## src/design/pns_pkg.sv

```systemverilog
// shared types, constants and helpers for the pink noise shaper
package pns_pkg;

    localparam int DEF_SAMPLE_BITS  = 16;
    localparam int DEF_FILTER_ORDER = 3;

    localparam int DATA_W   = 32;   // q12.20 state word
    localparam int Q_FRAC   = 20;
    localparam int COEF_W   = 24;   // q4.20 coefficient, also widest multiplier operand
    localparam int GAIN_W   = 16;
    localparam int NUM_COEF = 3;
    localparam int TAP_W    = 2;
    localparam int ACC_W    = 58;   // three 56 bit products plus the seeded term
    localparam int CNT_W    = 5;    // holds COEF_W
    localparam int REG_IDX_W = 3;

    localparam logic [GAIN_W-1:0] GAIN_RESET = 16'd13107;

    typedef enum logic [3:0] {
        S_IDLE,
        S_FB_LD,
        S_FB_RUN,
        S_FF_LD,
        S_FF_RUN,
        S_MOD_LD,
        S_MOD_RUN,
        S_GAIN_LD,
        S_GAIN_RUN,
        S_OUT
    } t_state;

    typedef enum logic [REG_IDX_W-1:0] {
        REG_NOISE_MODE  = 3'd0,
        REG_VOLUME_GAIN = 3'd1,
        REG_FB_COEF_1   = 3'd2,
        REG_FB_COEF_2   = 3'd3,
        REG_FB_COEF_3   = 3'd4,
        REG_FF_COEF_1   = 3'd5,
        REG_FF_COEF_2   = 3'd6,
        REG_FF_COEF_3   = 3'd7
    } t_cfg_reg;

    typedef struct packed {
        logic             clr;    // load accumulator with seed
        logic             load;   // load operands and start a product
        logic             neg;    // subtract the product
        logic             sgn;    // multiplier is two's complement
        logic [CNT_W-1:0] nbits;  // multiplier bits to consume
    } t_mac_ctl;

    // q12.20 word at 40 fraction bits plus half an lsb, for round half up
    function automatic logic [ACC_W-1:0] q20_seed(input logic [DATA_W-1:0] v);
        return {{(ACC_W-DATA_W-Q_FRAC){v[DATA_W-1]}}, v, 1'b1, {(Q_FRAC-1){1'b0}}};
    endfunction

    // drop 20 fraction bits and saturate to a 32 bit word
    function automatic logic [DATA_W-1:0] sat_q20(input logic [ACC_W-1:0] acc);
        logic [ACC_W-Q_FRAC-DATA_W:0] hi;
        logic [DATA_W-1:0]            res;
        hi = acc[ACC_W-1:Q_FRAC+DATA_W-1];
        if ((&hi) || !(|hi)) begin
            res = acc[Q_FRAC +: DATA_W];
        end else if (acc[ACC_W-1]) begin
            res = {1'b1, {(DATA_W-1){1'b0}}};
        end else begin
            res = {1'b0, {(DATA_W-1){1'b1}}};
        end
        return res;
    endfunction

endpackage

```

## src/design/pns_serial_mac.sv

```systemverilog
// bit-serial shift-add multiplier with a shared accumulator
module pns_serial_mac (
    input  logic                          i_clk,
    input  logic                          i_rst_n,
    input  pns_pkg::t_mac_ctl             i_ctl,
    input  logic [pns_pkg::ACC_W-1:0]     i_init,
    input  logic [pns_pkg::DATA_W-1:0]    i_mcand,
    input  logic [pns_pkg::COEF_W-1:0]    i_mplier,
    output logic                          o_busy,
    output logic [pns_pkg::ACC_W-1:0]     o_acc
);
    import pns_pkg::*;

    logic [CNT_W-1:0]  r_cnt;
    logic [ACC_W-1:0]  r_acc;
    logic [ACC_W-1:0]  r_mcand;
    logic [COEF_W-1:0] r_mplier;
    logic              r_neg;
    logic              r_sgn;
    logic              do_sub;
    logic [ACC_W-1:0]  n_acc;

    // the sign bit of a two's complement multiplier carries negative weight
    assign do_sub = r_neg ^ (r_sgn && (r_cnt == CNT_W'(1)));
    assign n_acc  = r_acc + (r_mcand ^ {ACC_W{do_sub}}) + ACC_W'(do_sub);
    assign o_busy = (r_cnt != '0);
    assign o_acc  = r_acc;

    always_ff @(posedge i_clk) begin
        if (!i_rst_n) begin
            r_cnt <= '0;
        end else if (i_ctl.load) begin
            r_cnt <= i_ctl.nbits;
        end else if (o_busy) begin
            r_cnt <= r_cnt - CNT_W'(1);
        end
    end

    always_ff @(posedge i_clk) begin
        if (i_ctl.clr) begin
            r_acc <= i_init;
        end else if (o_busy && r_mplier[0]) begin
            r_acc <= n_acc;
        end
        if (i_ctl.load) begin
            r_mcand  <= {{(ACC_W-DATA_W){i_mcand[DATA_W-1]}}, i_mcand};
            r_mplier <= i_mplier;
            r_neg    <= i_ctl.neg;
            r_sgn    <= i_ctl.sgn;
        end else if (o_busy) begin
            r_mcand  <= {r_mcand[ACC_W-2:0], 1'b0};
            r_mplier <= {1'b0, r_mplier[COEF_W-1:1]};
        end
    end

endmodule

```

## src/design/pns_delay.sv

```systemverilog
// filter delay line, shifts in the new state word at its head
module pns_delay #(
    parameter int FILTER_ORDER = pns_pkg::DEF_FILTER_ORDER
) (
    input  logic                       i_clk,
    input  logic                       i_rst_n,
    input  logic                       i_shift,
    input  logic [pns_pkg::DATA_W-1:0] i_din,
    output logic [pns_pkg::DATA_W-1:0] o_taps [pns_pkg::NUM_COEF]
);
    import pns_pkg::*;

    logic [DATA_W-1:0] r_d [FILTER_ORDER];

    always_ff @(posedge i_clk) begin
        if (!i_rst_n) begin
            for (int k = 0; k < FILTER_ORDER; k++) begin
                r_d[k] <= '0;
            end
        end else if (i_shift) begin
            r_d[0] <= i_din;
            for (int k = 1; k < FILTER_ORDER; k++) begin
                r_d[k] <= r_d[k-1];
            end
        end
    end

    // taps past the filter order read as zero, words past three taps only shift
    for (genvar g = 0; g < NUM_COEF; g++) begin : g_tap
        if (g < FILTER_ORDER) begin : g_on
            assign o_taps[g] = r_d[g];
        end else begin : g_off
            assign o_taps[g] = '0;
        end
    end

endmodule

```

## src/design/pink_noise_shaper_with_gain.sv

```systemverilog
// top level: third order iir pink noise shaper with volume modulation and gain
//
//  channel   direction  tdata / index            tuser  tlast
//  s_axis    in         noise_sample, volume_mod  -      -
//  m_axis    out        out_sample                -      -
//  cfg       in         index 0..7, data 24 bits  -      -
//
//  one bit-serial multiplier consumes one multiplier bit per cycle for
//  every product: volume and gain in white mode, and the feedback and
//  feedforward products before them in pink mode.
//  reset is synchronous and clears the delay line, state and config registers.
//  a new item is taken while a finished result waits in the output register;
//  a stalled result only holds the last step until the register frees.
module pink_noise_shaper_with_gain #(
    parameter int SAMPLE_BITS  = pns_pkg::DEF_SAMPLE_BITS,
    parameter int FILTER_ORDER = pns_pkg::DEF_FILTER_ORDER
) (
    input  logic                                 i_clk,
    input  logic                                 i_rst_n,
    input  logic                                 i_s_axis_tvalid,
    output logic                                 o_s_axis_tready,
    // noise_sample, volume_mod
    input  logic [((2*SAMPLE_BITS+7)/8)*8-1:0]   i_s_axis_tdata,
    output logic                                 o_m_axis_tvalid,
    input  logic                                 i_m_axis_tready,
    // out_sample
    output logic [((SAMPLE_BITS+7)/8)*8-1:0]     o_m_axis_tdata,
    input  logic                                 i_cfg_we,
    input  logic [pns_pkg::REG_IDX_W-1:0]        i_cfg_addr,
    input  logic [pns_pkg::COEF_W-1:0]           i_cfg_wdata
);
    import pns_pkg::*;

    localparam int OUT_W  = ((SAMPLE_BITS+7)/8)*8;
    localparam int FRAC_S = SAMPLE_BITS - 1;
    localparam int NTAP   = (FILTER_ORDER < NUM_COEF) ? FILTER_ORDER : NUM_COEF;
    // sample to q12.20
    localparam int X_UP   = (FRAC_S < Q_FRAC) ? Q_FRAC - FRAC_S : 0;
    localparam int X_DN   = (FRAC_S > Q_FRAC) ? FRAC_S - Q_FRAC : 0;
    localparam int X_RSH  = (X_DN > 0) ? X_DN - 1 : 0;
    localparam logic signed [DATA_W-1:0] X_RND =
        (X_DN > 0) ? (DATA_W'(1) << X_RSH) : '0;
    // q12.20 to sample
    localparam int O_W    = DATA_W + 4;
    localparam int O_DN   = X_UP;
    localparam int O_UP   = X_DN;
    localparam int O_RSH  = (O_DN > 0) ? O_DN - 1 : 0;
    localparam logic signed [O_W-1:0] O_RND = (O_DN > 0) ? (O_W'(1) << O_RSH) : '0;
    localparam logic signed [O_W-1:0] S_MAX = (O_W'(1) << FRAC_S) - O_W'(1);
    localparam logic signed [O_W-1:0] S_MIN = -S_MAX - O_W'(1);

    t_state                  r_state, n_state;
    logic                    r_mode;
    logic [GAIN_W-1:0]       r_gain;
    logic [COEF_W-1:0]       r_fb [NUM_COEF];
    logic [COEF_W-1:0]       r_ff [NUM_COEF];
    logic [SAMPLE_BITS-1:0]  r_m;
    logic [DATA_W-1:0]       r_w;
    logic [DATA_W-1:0]       r_y, n_y;
    logic [TAP_W-1:0]        r_tap;
    logic                    r_out_valid;
    logic [SAMPLE_BITS-1:0]  r_out_data;

    logic                    accept;
    logic                    last_tap;
    logic [SAMPLE_BITS-1:0]  in_x, in_mod;
    logic signed [DATA_W-1:0] x_ext, x_q;
    logic signed [O_W-1:0]   o_ext, o_scaled;
    logic [SAMPLE_BITS-1:0]  o_sample;
    logic [DATA_W-1:0]       taps [NUM_COEF];
    logic [DATA_W-1:0]       d_sel;
    logic [COEF_W-1:0]       fb_sel, ff_sel;
    logic [ACC_W-1:0]        seed_mod, seed_gain;

    t_mac_ctl                mac_ctl;
    logic [ACC_W-1:0]        mac_init;
    logic [DATA_W-1:0]       mac_mcand;
    logic [COEF_W-1:0]       mac_mplier;
    logic                    mac_busy;
    logic [ACC_W-1:0]        mac_acc;
    logic                    w_load, y_load, delay_shift, out_load, tap_inc, tap_clr;

    assign o_s_axis_tready = (r_state == S_IDLE);
    assign accept          = i_s_axis_tvalid && o_s_axis_tready;
    assign last_tap        = (r_tap == TAP_W'(NTAP - 1));
    assign in_x            = i_s_axis_tdata[SAMPLE_BITS-1:0];
    assign in_mod          = i_s_axis_tdata[2*SAMPLE_BITS-1:SAMPLE_BITS];
    assign seed_mod        = ACC_W'(1) << (SAMPLE_BITS - 1);
    assign seed_gain       = ACC_W'(1) << (GAIN_W - 1);

    assign x_ext = {{(DATA_W-SAMPLE_BITS){in_x[SAMPLE_BITS-1]}}, in_x};
    assign x_q   = ((x_ext + X_RND) >>> X_DN) <<< X_UP;

    // round half up to the sample grid, then clamp
    assign o_ext    = {{(O_W-DATA_W){r_y[DATA_W-1]}}, r_y};
    assign o_scaled = ((o_ext + O_RND) >>> O_DN) <<< O_UP;
    always_comb begin
        if (o_scaled > S_MAX) begin
            o_sample = S_MAX[SAMPLE_BITS-1:0];
        end else if (o_scaled < S_MIN) begin
            o_sample = S_MIN[SAMPLE_BITS-1:0];
        end else begin
            o_sample = o_scaled[SAMPLE_BITS-1:0];
        end
    end

    always_comb begin
        case (r_tap)
            TAP_W'(0): begin
                d_sel  = taps[0];
                fb_sel = r_fb[0];
                ff_sel = r_ff[0];
            end
            TAP_W'(1): begin
                d_sel  = taps[1];
                fb_sel = r_fb[1];
                ff_sel = r_ff[1];
            end
            default: begin
                d_sel  = taps[2];
                fb_sel = r_fb[2];
                ff_sel = r_ff[2];
            end
        endcase
    end

    // next state
    always_comb begin
        n_state = r_state;
        unique case (r_state)
            S_IDLE:     if (accept) n_state = r_mode ? S_FB_LD : S_MOD_LD;
            S_FB_LD:    n_state = S_FB_RUN;
            S_FB_RUN:   if (!mac_busy) n_state = last_tap ? S_FF_LD : S_FB_LD;
            S_FF_LD:    n_state = S_FF_RUN;
            S_FF_RUN:   if (!mac_busy) n_state = last_tap ? S_MOD_LD : S_FF_LD;
            S_MOD_LD:   n_state = S_MOD_RUN;
            S_MOD_RUN:  if (!mac_busy) n_state = S_GAIN_LD;
            S_GAIN_LD:  n_state = S_GAIN_RUN;
            S_GAIN_RUN: if (!mac_busy) n_state = S_OUT;
            S_OUT:      if (out_load) n_state = S_IDLE;
            default:    n_state = S_IDLE;
        endcase
    end

    // state outputs
    always_comb begin
        mac_ctl     = '0;
        mac_init    = seed_mod;
        mac_mcand   = r_y;
        mac_mplier  = COEF_W'(r_m);
        n_y         = r_y;
        w_load      = 1'b0;
        y_load      = 1'b0;
        delay_shift = 1'b0;
        out_load    = 1'b0;
        tap_inc     = 1'b0;
        tap_clr     = 1'b0;
        unique case (r_state)
            S_IDLE: begin
                if (accept) begin
                    mac_ctl.clr = 1'b1;
                    tap_clr     = 1'b1;
                    if (r_mode) begin
                        mac_init = q20_seed(x_q);
                    end else begin
                        y_load = 1'b1;
                        n_y    = x_q;
                    end
                end
            end
            S_FB_LD: begin
                mac_ctl.load  = 1'b1;
                mac_ctl.neg   = 1'b1;
                mac_ctl.sgn   = 1'b1;
                mac_ctl.nbits = CNT_W'(COEF_W);
                mac_mcand     = d_sel;
                mac_mplier    = fb_sel;
            end
            S_FB_RUN: begin
                if (!mac_busy) begin
                    if (last_tap) begin
                        w_load      = 1'b1;
                        mac_ctl.clr = 1'b1;
                        mac_init    = q20_seed(sat_q20(mac_acc));
                        tap_clr     = 1'b1;
                    end else begin
                        tap_inc = 1'b1;
                    end
                end
            end
            S_FF_LD: begin
                mac_ctl.load  = 1'b1;
                mac_ctl.sgn   = 1'b1;
                mac_ctl.nbits = CNT_W'(COEF_W);
                mac_mcand     = d_sel;
                mac_mplier    = ff_sel;
            end
            S_FF_RUN: begin
                if (!mac_busy) begin
                    if (last_tap) begin
                        y_load      = 1'b1;
                        n_y         = sat_q20(mac_acc);
                        delay_shift = 1'b1;
                        mac_ctl.clr = 1'b1;
                    end else begin
                        tap_inc = 1'b1;
                    end
                end
            end
            S_MOD_LD: begin
                mac_ctl.load  = 1'b1;
                mac_ctl.nbits = CNT_W'(SAMPLE_BITS);
            end
            S_MOD_RUN: begin
                if (!mac_busy) begin
                    y_load      = 1'b1;
                    n_y         = mac_acc[SAMPLE_BITS +: DATA_W];
                    mac_ctl.clr = 1'b1;
                    mac_init    = seed_gain;
                end
            end
            S_GAIN_LD: begin
                mac_ctl.load  = 1'b1;
                mac_ctl.nbits = CNT_W'(GAIN_W);
                mac_mplier    = COEF_W'(r_gain);
            end
            S_GAIN_RUN: begin
                if (!mac_busy) begin
                    y_load = 1'b1;
                    n_y    = mac_acc[GAIN_W +: DATA_W];
                end
            end
            S_OUT: begin
                out_load = !r_out_valid || i_m_axis_tready;
            end
            default: begin
                out_load = 1'b0;
            end
        endcase
    end

    always_ff @(posedge i_clk) begin
        if (!i_rst_n) begin
            r_state     <= S_IDLE;
            r_tap       <= '0;
            r_out_valid <= 1'b0;
        end else begin
            r_state <= n_state;
            if (tap_clr) begin
                r_tap <= '0;
            end else if (tap_inc) begin
                r_tap <= r_tap + TAP_W'(1);
            end
            if (out_load) begin
                r_out_valid <= 1'b1;
            end else if (i_m_axis_tready) begin
                r_out_valid <= 1'b0;
            end
        end
    end

    // datapath holding registers
    always_ff @(posedge i_clk) begin
        if (accept) begin
            r_m <= {~in_mod[SAMPLE_BITS-1], in_mod[SAMPLE_BITS-2:0]};
        end
        if (w_load) begin
            r_w <= sat_q20(mac_acc);
        end
        if (y_load) begin
            r_y <= n_y;
        end
        if (out_load) begin
            r_out_data <= o_sample;
        end
    end

    // configuration registers
    always_ff @(posedge i_clk) begin
        if (!i_rst_n) begin
            r_mode <= 1'b0;
            r_gain <= GAIN_RESET;
            for (int k = 0; k < NUM_COEF; k++) begin
                r_fb[k] <= '0;
                r_ff[k] <= '0;
            end
        end else if (i_cfg_we) begin
            unique case (t_cfg_reg'(i_cfg_addr))
                REG_NOISE_MODE:  r_mode  <= i_cfg_wdata[0];
                REG_VOLUME_GAIN: r_gain  <= i_cfg_wdata[GAIN_W-1:0];
                REG_FB_COEF_1:   r_fb[0] <= i_cfg_wdata;
                REG_FB_COEF_2:   r_fb[1] <= i_cfg_wdata;
                REG_FB_COEF_3:   r_fb[2] <= i_cfg_wdata;
                REG_FF_COEF_1:   r_ff[0] <= i_cfg_wdata;
                REG_FF_COEF_2:   r_ff[1] <= i_cfg_wdata;
                REG_FF_COEF_3:   r_ff[2] <= i_cfg_wdata;
                default:         r_mode  <= r_mode;
            endcase
        end
    end

    pns_serial_mac u_mac (
        .i_clk    (i_clk),
        .i_rst_n  (i_rst_n),
        .i_ctl    (mac_ctl),
        .i_init   (mac_init),
        .i_mcand  (mac_mcand),
        .i_mplier (mac_mplier),
        .o_busy   (mac_busy),
        .o_acc    (mac_acc)
    );

    pns_delay #(
        .FILTER_ORDER (FILTER_ORDER)
    ) u_delay (
        .i_clk   (i_clk),
        .i_rst_n (i_rst_n),
        .i_shift (delay_shift),
        .i_din   (r_w),
        .o_taps  (taps)
    );

    assign o_m_axis_tvalid = r_out_valid;
    assign o_m_axis_tdata  = OUT_W'(r_out_data);

endmodule

```

## config.mk

```make
export PLATFORM = sky130hd
export DESIGN_NAME = pink_noise_shaper_with_gain
export DESIGN_NICKNAME = d
export VERILOG_FILES = /design/src/design/pns_pkg.sv /design/src/design/pns_serial_mac.sv /design/src/design/pns_delay.sv /design/src/design/pink_noise_shaper_with_gain.sv
export SDC_FILE = /design/constraint.sdc
export NUM_CORES = 1
export LEC_CHECK = 0
export ABC_CLOCK_PERIOD_IN_PS = 4300
export BUFFER_PORTS_ARGS = -buffer_cell sky130_fd_sc_hd__buf_4
export CAP_MARGIN = 20
export CORE_MARGIN = 2
export CORE_UTILIZATION = 57
export CTS_CLUSTER_SIZE = 14
export DETAILED_ROUTE_END_ITERATION = 6
export PLACE_DENSITY = 0.77
export SLEW_MARGIN = 20
export SYNTH_ARGS = -nofsm -noshare
export SYNTH_HDL_FRONTEND = slang
export SYNTH_SLANG_ARGS = --single-unit
```

## constraint.sdc

```tcl
create_clock -name i_clk -period 4.3 [get_ports i_clk]
set_input_delay 1.29 -clock i_clk [delete_from_list [all_inputs] [get_ports i_clk]]
set_output_delay 1.29 -clock i_clk [all_outputs]
set_load 0.05 [all_outputs]
```

Word level (Yosys, flattened, before mapping). Memories as Yosys holds them, arrays and structs flattened. Cells that the tools add are included.

Memory bits (writable): 240. Logic and storage cells: 188. Input port bits: 64. Memories: 3. Bits in latches: 0. Flip-flop bits (word level): 267. Memory bits (read-only): 0. Output and inout port bits: 18.

Eq/ne operators: 28. Reductions and logical operators: 27. Multiply operators: 0. Muxes and demuxes: 95. Magnitude comparators: 2. Shift-type cells: 0. Divide/modulo/power cells: 0. Add/sub/neg operators: 5. Bitwise logic cells: 13.

Memory list: u_delay.r_d (depth 3, width 32, read ports 3, clocked after Yosys merged registers in 0, wr ports 3, RTL line pns_delay.sv:13) `logic [DATA_W-1:0] r_d [FILTER_ORDER];`; r_fb (depth 3, width 24, read ports 3, clocked after Yosys merged registers in 0, wr ports 3, RTL line pink_noise_shaper_with_gain.sv:55) `logic [COEF_W-1:0] r_fb [NUM_COEF];`; r_ff (depth 3, width 24, read ports 3, clocked after Yosys merged registers in 0, wr ports 3, RTL line pink_noise_shaper_with_gain.sv:56) `logic [COEF_W-1:0] r_ff [NUM_COEF];`.

Operator list (count): $mux 58 (8); $mux 32 (11); $mux 24 (8); $pmux 58 s2 (1); $pmux 24 s2 (2); $pmux 32 s3 (1); $pmux 24 s3 (1); $pmux 32 s2 (1); $add 58x1->58 (1); $add 58x58->58 (1); $xor 58x58->58 (1); $mux 1 (45); $pmux 4 s10 (1); $add 32x6->33 const B (1); $gt 28x16->1 const B (1); $lt 28x16->1 const B (1); $mux 4 (6); $eq 4x3->1 const B (4); $mux 16 (1); $ne 2x2->1 const B (8); $reduce_and 7->1 (2); $eq 3x3->1 const B (4); $mux 5 (2); $pmux 5 s2 (1); other kinds (32) (57).

Logic depth before layout (Yosys ltp).
Word-level depth: 8. Mapped depth: 19. Mapped depth without buffers: 16.

By module. A second synthesis with hierarchy kept.

Cell total of the unflattened synthesis: 2371. Area, all modules: 26708.1 µm².

Modules (own cells, without submodules): pink_noise_shaper_with_gain (sequential area each 7687.4 µm², cells an instance 1101, times used 1, area each 12600.8 µm²); pns_serial_mac (sequential area each 4364.2 µm², cells an instance 1057, times used 1, area each 10403.7 µm²); pns_delay (sequential area each 2882.8 µm², cells an instance 213, times used 1, area each 3703.6 µm²).

Worst setup path after synthesis. OpenSTA, ideal clock, no wires.

Path kind: reg-to-reg. Start: register r_state[1]. End: register r_y[0] (enable). Required time: 3868 ps. Path buffers: 1. Library setup time: 432 ps. Data arrival time: 4193 ps. Slack: -325 ps. Stages on the path, launching flop included: 7. Period minus slack after synthesis: 4625 ps. Cells stage by stage: dfxtp_1 > clkbuf_1 > nor4_1 > nand2_1 > nor2_1 > nor2_1 > a21oi_1.

Cells in the longest elaborated chain, start to end: 5. Elaborated cells between the ends (all ways): 15. Classes of those cells: 8 x eq/ne; 2 x mux; 5 x reduce/logical.

RTL lines: start, declared (RTL line pink_noise_shaper_with_gain.sv:52) `t_state r_state, n_state;`; start signal, assigned (RTL line pink_noise_shaper_with_gain.sv:248) `r_state <= n_state;`; $logic_not 4->1 * (RTL line pink_noise_shaper_with_gain.sv:83) `assign o_s_axis_tready = (r_state == S_IDLE);`; named net o_s_axis_tready (RTL line pink_noise_shaper_with_gain.sv:21) `output logic o_s_axis_tready,`; $logic_and 1x1->1 (RTL line pink_noise_shaper_with_gain.sv:84) `assign accept = i_s_axis_tvalid && o_s_axis_tready;`; $mux 1 (RTL line pink_noise_shaper_with_gain.sv:160) `if (accept) begin`; $pmux 1 s3 (RTL line pink_noise_shaper_with_gain.sv:158) `unique case (r_state)`; $reduce_and 7->1 (no line) *; end signal, assigned (RTL line pink_noise_shaper_with_gain.sv:271) `r_y <= n_y;`; end, declared (RTL line pink_noise_shaper_with_gain.sv:59) `logic [DATA_W-1:0] r_y, n_y;`.

Mark *: on every way through the listed nets, which the timed path passes. The rest lies on a longest branch. A chain may end at the register's enable or synchronous reset.

Final worst setup path.
Start: register u_mac.r_cnt[4]. End: register u_mac.r_acc[52], in the netlist u_mac.o_acc[52] (data pin).

Cells in the longest elaborated chain, start to end: 8. Elaborated cells between the ends (all ways): 14. Classes of those cells: 2 x add/sub; 1 x eq/ne; 7 x mux; 2 x bitwise; 2 x reduce/logical.

RTL lines: start, declared (RTL line pns_serial_mac.sv:14) `logic [CNT_W-1:0] r_cnt;`; start signal, assigned (RTL line pns_serial_mac.sv:33) `r_cnt <= i_ctl.nbits;`; start signal, assigned (RTL line pns_serial_mac.sv:35) `r_cnt <= r_cnt - CNT_W'(1);`; $eq 5x1->1 (RTL line pns_serial_mac.sv:24) `assign do_sub = r_neg ^ (r_sgn && (r_cnt == CNT_W'(1)));`; $logic_and 1x1->1 (RTL line pns_serial_mac.sv:24); $xor 1x1->1 (RTL line pns_serial_mac.sv:24); $xor 58x58->58 (RTL line pns_serial_mac.sv:25) `assign n_acc = r_acc + (r_mcand ^ {ACC_W{do_sub}}) + ACC_W'(do_sub);`; $add 58x58->58 (RTL line pns_serial_mac.sv:25); $add 58x1->58 (RTL line pns_serial_mac.sv:25); $mux 58 (RTL line pns_serial_mac.sv:42) `end else if (o_busy && r_mplier[0]) begin`; $mux 58 * (RTL line pns_serial_mac.sv:40) `if (i_ctl.clr) begin`; end signal, assigned (RTL line pns_serial_mac.sv:41) `r_acc <= i_init;`; end signal, assigned (RTL line pns_serial_mac.sv:43) `r_acc <= n_acc;`; end, declared (RTL line pns_serial_mac.sv:15) `logic [ACC_W-1:0] r_acc;`.

Every way passes the cells marked *; elsewhere a longest branch is shown, timed or not. The select of a mux whose other input is x is not followed.

==> summary.txt <==
Clock network
  – Worst-Skew Late Latency: ~0.62 ns
  – Max Root-Sink Buffers: 3
  – Hold Buf Count CTS: 0
  – # clock sinks: about 510
  – Max H-tree Level: 2
  – TritonCTS buffer count: 51
  – Clk slew on worst S/H paths: around 0.070 ns
  – CTS tree: yes
  – Root buffer cell: clkbuf_16

Placed design
  – Placed Area: about 27,000 um^2
  – Dpl hpwl: approximately 46,000 um
  – # port buffers: 81
  – RePlAce Congestion: 0.9745
  – Dpl ws: -0.07771 ns

Yosys
  – Ranking of synthesized cells by area: edfxtp_1 (57%), a21oi_1 (4.0%), and2_1 (3.8%), ha_1 (3.4%), xnor2_1 (3.3%)
  – Netlist cell types: 86
  – Sequential fraction of the synthesis area: 0.5884
  – Post-synth top area share: 0.5655
  – Async S/R FF share, synth: 0
  – Syn Inst Count: 2,192
  – Ys Warns: 0
  – Post-Syn Nets: approximately 2.3k
  – Simple-gate area share of the yosys netlist: 0.1183
  – Area share of fa/ha/maj cells after synthesis: 0.03431
  – Main combinational cell family by area after synthesis: compound AO/OA/AOI/OAI gates
  – Main flop type after synthesis: edfxtp_1
  – Mux share of post-synthesis cell area: 0.003697
  – Flops & latches, synth: 507
  – Biggest area consumer among synthesized cells: edfxtp_1
  – Post-Syn Area: 25,380 um^2
  – Synth Area in Compound Gates: 0.1812
  – Xor-xnor portion of the synthesized cell area: 0.04624
  – EDFF count, synth: 478
  – Avg Cell Area, Syn: about 12 um^2

GRT
  – Largest net degree at the start of global routing: between 80 and 90
  – Congestion Overflow GR: 0
  – Total track usage: 0.2959
  – Met1 Use GR: 0.4025
  – Vias in the first global route: ~18k
  – Met3 usage: 0.05407
  – GR peak layer: met2
  – Initial antenna violation count: 2
  – First-pass GRT wire length: 106,000 um
  – Grt met2 use: 0.4790

Worst setup path
  – Crit start category: register
  – RR Endpoint: u_mac.o_acc[52]
  – CP Launch Point: u_mac.r_cnt[4]
  – Max stage delay on crit path: between 0.3 and 0.4 ns
  – Flop-to-flop setup slack: 0.12 ns
  – Critical path cell sequence: nor3_4 > nand3_4 > xor2_4 > buf_4 > clkbuf_16 > xnor2_1 > ha_1 > buf_4 > a21o_1 > a21oi_1 > o311ai_2 > a41oi_1 > buf_4 > a2111o_1 > a21oi_4 > a221oi_2 > nor3_1 > or3b_1
  – Setup CP Type: register to register
  – Largest delay share family, worst path: compound AO/OA/AOI/OAI gates
  – End of the critical path: u_mac.o_acc[52]
  – WP data arrival: approximately 4.5 ns
  – Crit path max-delay cell type: or3b_1
  – Critical path endpoint category: register
  – Worst path depth: 18
  – Most used cell, CP: buf_4
  – FF-to-FF path depth: 18
  – Critical Path RT: 4.65 ns
  – Reg-to-reg startpoint: u_mac.r_cnt[4]
  – Buffers & Inverters on Critical Path: 4
  – Crit path max fanout: 7

Route
  – Initial DRC count: ~2.2k
  – Via/cell ratio: ~6.3
  – Routed wire length: between 60,000 and 70,000 um
  – ANT nets after route: 0
  – DR WL/cell: between 20 and 25 um
  – Vias: ~19k
  – DRC: 0
  – DRT Pass-1 Iters: 6

Die
  – Num rows: 77
  – Placeable core area: about 44,000 um^2
  – # IOs: a little over 80
  – Die ar.: 46,240 um^2
  – Die X: 215.0 um
  – Starting Density: 0.5753
  – Chip Height: 215.0 um

Timing
  – Max-slew headroom: 0.2706
  – Final hold violations: 0
  – Final setup viols: 0
  – RSZ-0062 raised after global routing: true
  – Least-Margin Pin Slew: roughly 1.1 ns
  – Setup TNS: 0 ns
  – Period minus WS final: between 4 and 5 ns
  – FMAX: ~240 MHz
  – Setup WS post-layout: between 0.1 and 0.15 ns
  – Final period util: 0.9711
  – Max-slew violations: 0
  – Skew final: around 0.025 ns

Final layout
  – Final Cell Area: 29,230 um^2
  – Layout cells sized above 1: 0.1574
  – Final core occ: 0.6623
  – Area growth syn-to-layout: 15.14%
  – Final nets: ~2.4k
  – # fillers: ~3.4k

Outcome
  – Status: completed

Min path
  – Hold Path Class: register to register

Flow run
  – Max cap viols: 0
[worst reg2reg max path: stages (launching register included)]
cell	delay (ns)
dfxtp_1	0.35
nor3_4	0.25
nand3_4	0.12
xor2_4	0.18
buf_4	0.16
clkbuf_16	0.16
xnor2_1	0.13
ha_1	0.29
buf_4	0.17
a21o_1	0.19
a21oi_1	0.21
o311ai_2	0.16
a41oi_1	0.26
buf_4	0.16
a2111o_1	0.25
a21oi_4	0.11
a221oi_2	0.35
nor3_1	0.07
or3b_1	0.36
[metrics by stage]
| step | std cells | hold slack, ns |
|---|---|---|
| 3_3_place_gp | 2828 | 0.4416 |
| 3_5_place_dp | 2828 | 0.4461 |
| 6_report | 2939 | 0.4653 |
| 4_1_cts | 2924 | 0.4560 |
| 2_1_floorplan | 2192 | 0.4360 |
| 5_1_grt | 2937 | 0.4741 |
[layer usage]
layer  share of wire  vias to the layer above
met5         0.00019                        -
met4           0.029                        2
met3           0.093                      145
met2            0.47                      936
li1                -                     8462
met1            0.40                     9080
[registers in the layout, indices dropped and copies added (netlist names), 2 cells and up]
signal / flops
o_m_axis_tdata: 16
r_fb: 72
r_ff: 72
r_gain: 16
r_m: 16
r_state: 4
r_tap: 2
r_w: 32
r_y: 32
u_delay.r_d: 96
u_mac.o_acc: 58
u_mac.r_cnt: 5
u_mac.r_mcand: 58
u_mac.r_mplier: 24
[synth_stat cells (38+ instances only)]
cell type	n
edfxtp_1	478
nand2_1	206
a21oi_1	201
and2_1	155
o21ai_0	142
clkbuf_1	115
xnor2_1	96
nor2_1	92
a21o_1	71
ha_1	68
a22o_1	61
inv_1	47
nand3_1	39
xor2_1	38
[cell usage in the layout (no fill, tap or decap), drive strengths merged, types with 4 or more instances in the layout]
| cell type | netlist | final |
|---|---|---|
| nor3 | 25 | 25 |
| o21ai | 160 | 160 |
| nand2b | 10 | 10 |
| a222oi | 10 | 10 |
| buf | 17 | 188 |
| mux2i | 6 | 6 |
| o31ai | 15 | 15 |
| nand3 | 39 | 39 |
| nand4 | 24 | 24 |
| edfxtp | 478 | 478 |
| a211oi | 10 | 10 |
| o22ai | 6 | 6 |
| nand2 | 207 | 207 |
| ha | 68 | 68 |
| xor2 | 38 | 38 |
| nor2b | 9 | 9 |
| a22o | 61 | 61 |
| xnor2 | 96 | 96 |
| a21o | 71 | 71 |
| and2 | 155 | 155 |
| clkinv | 3 | 24 |
| clkbuf | 116 | 69 |
| a21oi | 203 | 203 |
| a211o | 5 | 5 |
| a221o | 33 | 33 |
| o21a | 10 | 10 |
| nor4 | 8 | 8 |
| and4 | 4 | 4 |
| a31oi | 15 | 15 |
| or3 | 7 | 7 |
| nor2 | 93 | 93 |
| inv | 47 | 49 |
| dfxtp | 29 | 29 |
| a22oi | 34 | 34 |
| o221ai | 19 | 19 |
| o21bai | 14 | 14 |
| and3 | 10 | 10 |
[repair_timing]
| item | 4_1_cts | 5_1_grt |
|---|---|---|
| cloned | 0 | 2 |
| buffers inserted | 0 | 11 |
| endpoints found under the setup margin | 8 | 20 |
| resized for setup | 4 | 52 |
| pin swaps | 0 | 18 |
[how the worst min path moves through the flow]
stage | from | end | slack, ns | depth (start not counted)
6_report | r_gain[11] | r_gain[11] | 0.47 | 2
5_1_grt | r_gain[10] | r_gain[10] | 0.47 | 2
4_1_cts | r_gain[10] | r_gain[10] | 0.46 | 2
2_1_floorplan | r_gain[10] | r_gain[10] | 0.44 | 2
3_5_place_dp | r_gain[10] | r_gain[10] | 0.45 | 2
3_3_place_gp | r_gain[7] | r_gain[7] | 0.44 | 2
[layout make-up]
| class | instances | area (um^2) | share of cell area |
|---|---|---|---|
| timing repair buffer | 190 | 1556 | 0.05326 |
| tap | 592 | 740.7 | 0.02534 |
| multi-input combinational | 1502 | 10160 | 0.3477 |
| inverter | 50 | 187.7 | 0.006422 |
| clock buffer | 67 | 1378 | 0.04714 |
| clock inverter | 29 | 261.5 | 0.008948 |
| sequential | 507 | 14930 | 0.5110 |
| antenna | 2 | 5.005 | 0.0001712 |
[kinds of logic (layout without fill, tap and decap cells)]
family                   after synthesis  count (layout)
AND/OR/NAND/NOR                      602             602
multiplexers                           9               9
AO/OA/AOI/OAI                        688             688
other                                  0               2
adder cells (fa/ha/maj)               69              69
XOR/XNOR                             134             134
flip-flops                           507             507
buffers and inverters                183             336
Power is left out: the tool's default activity adds up to more than one toggle a clock period on the data nets, which glitch-free logic cannot reach.
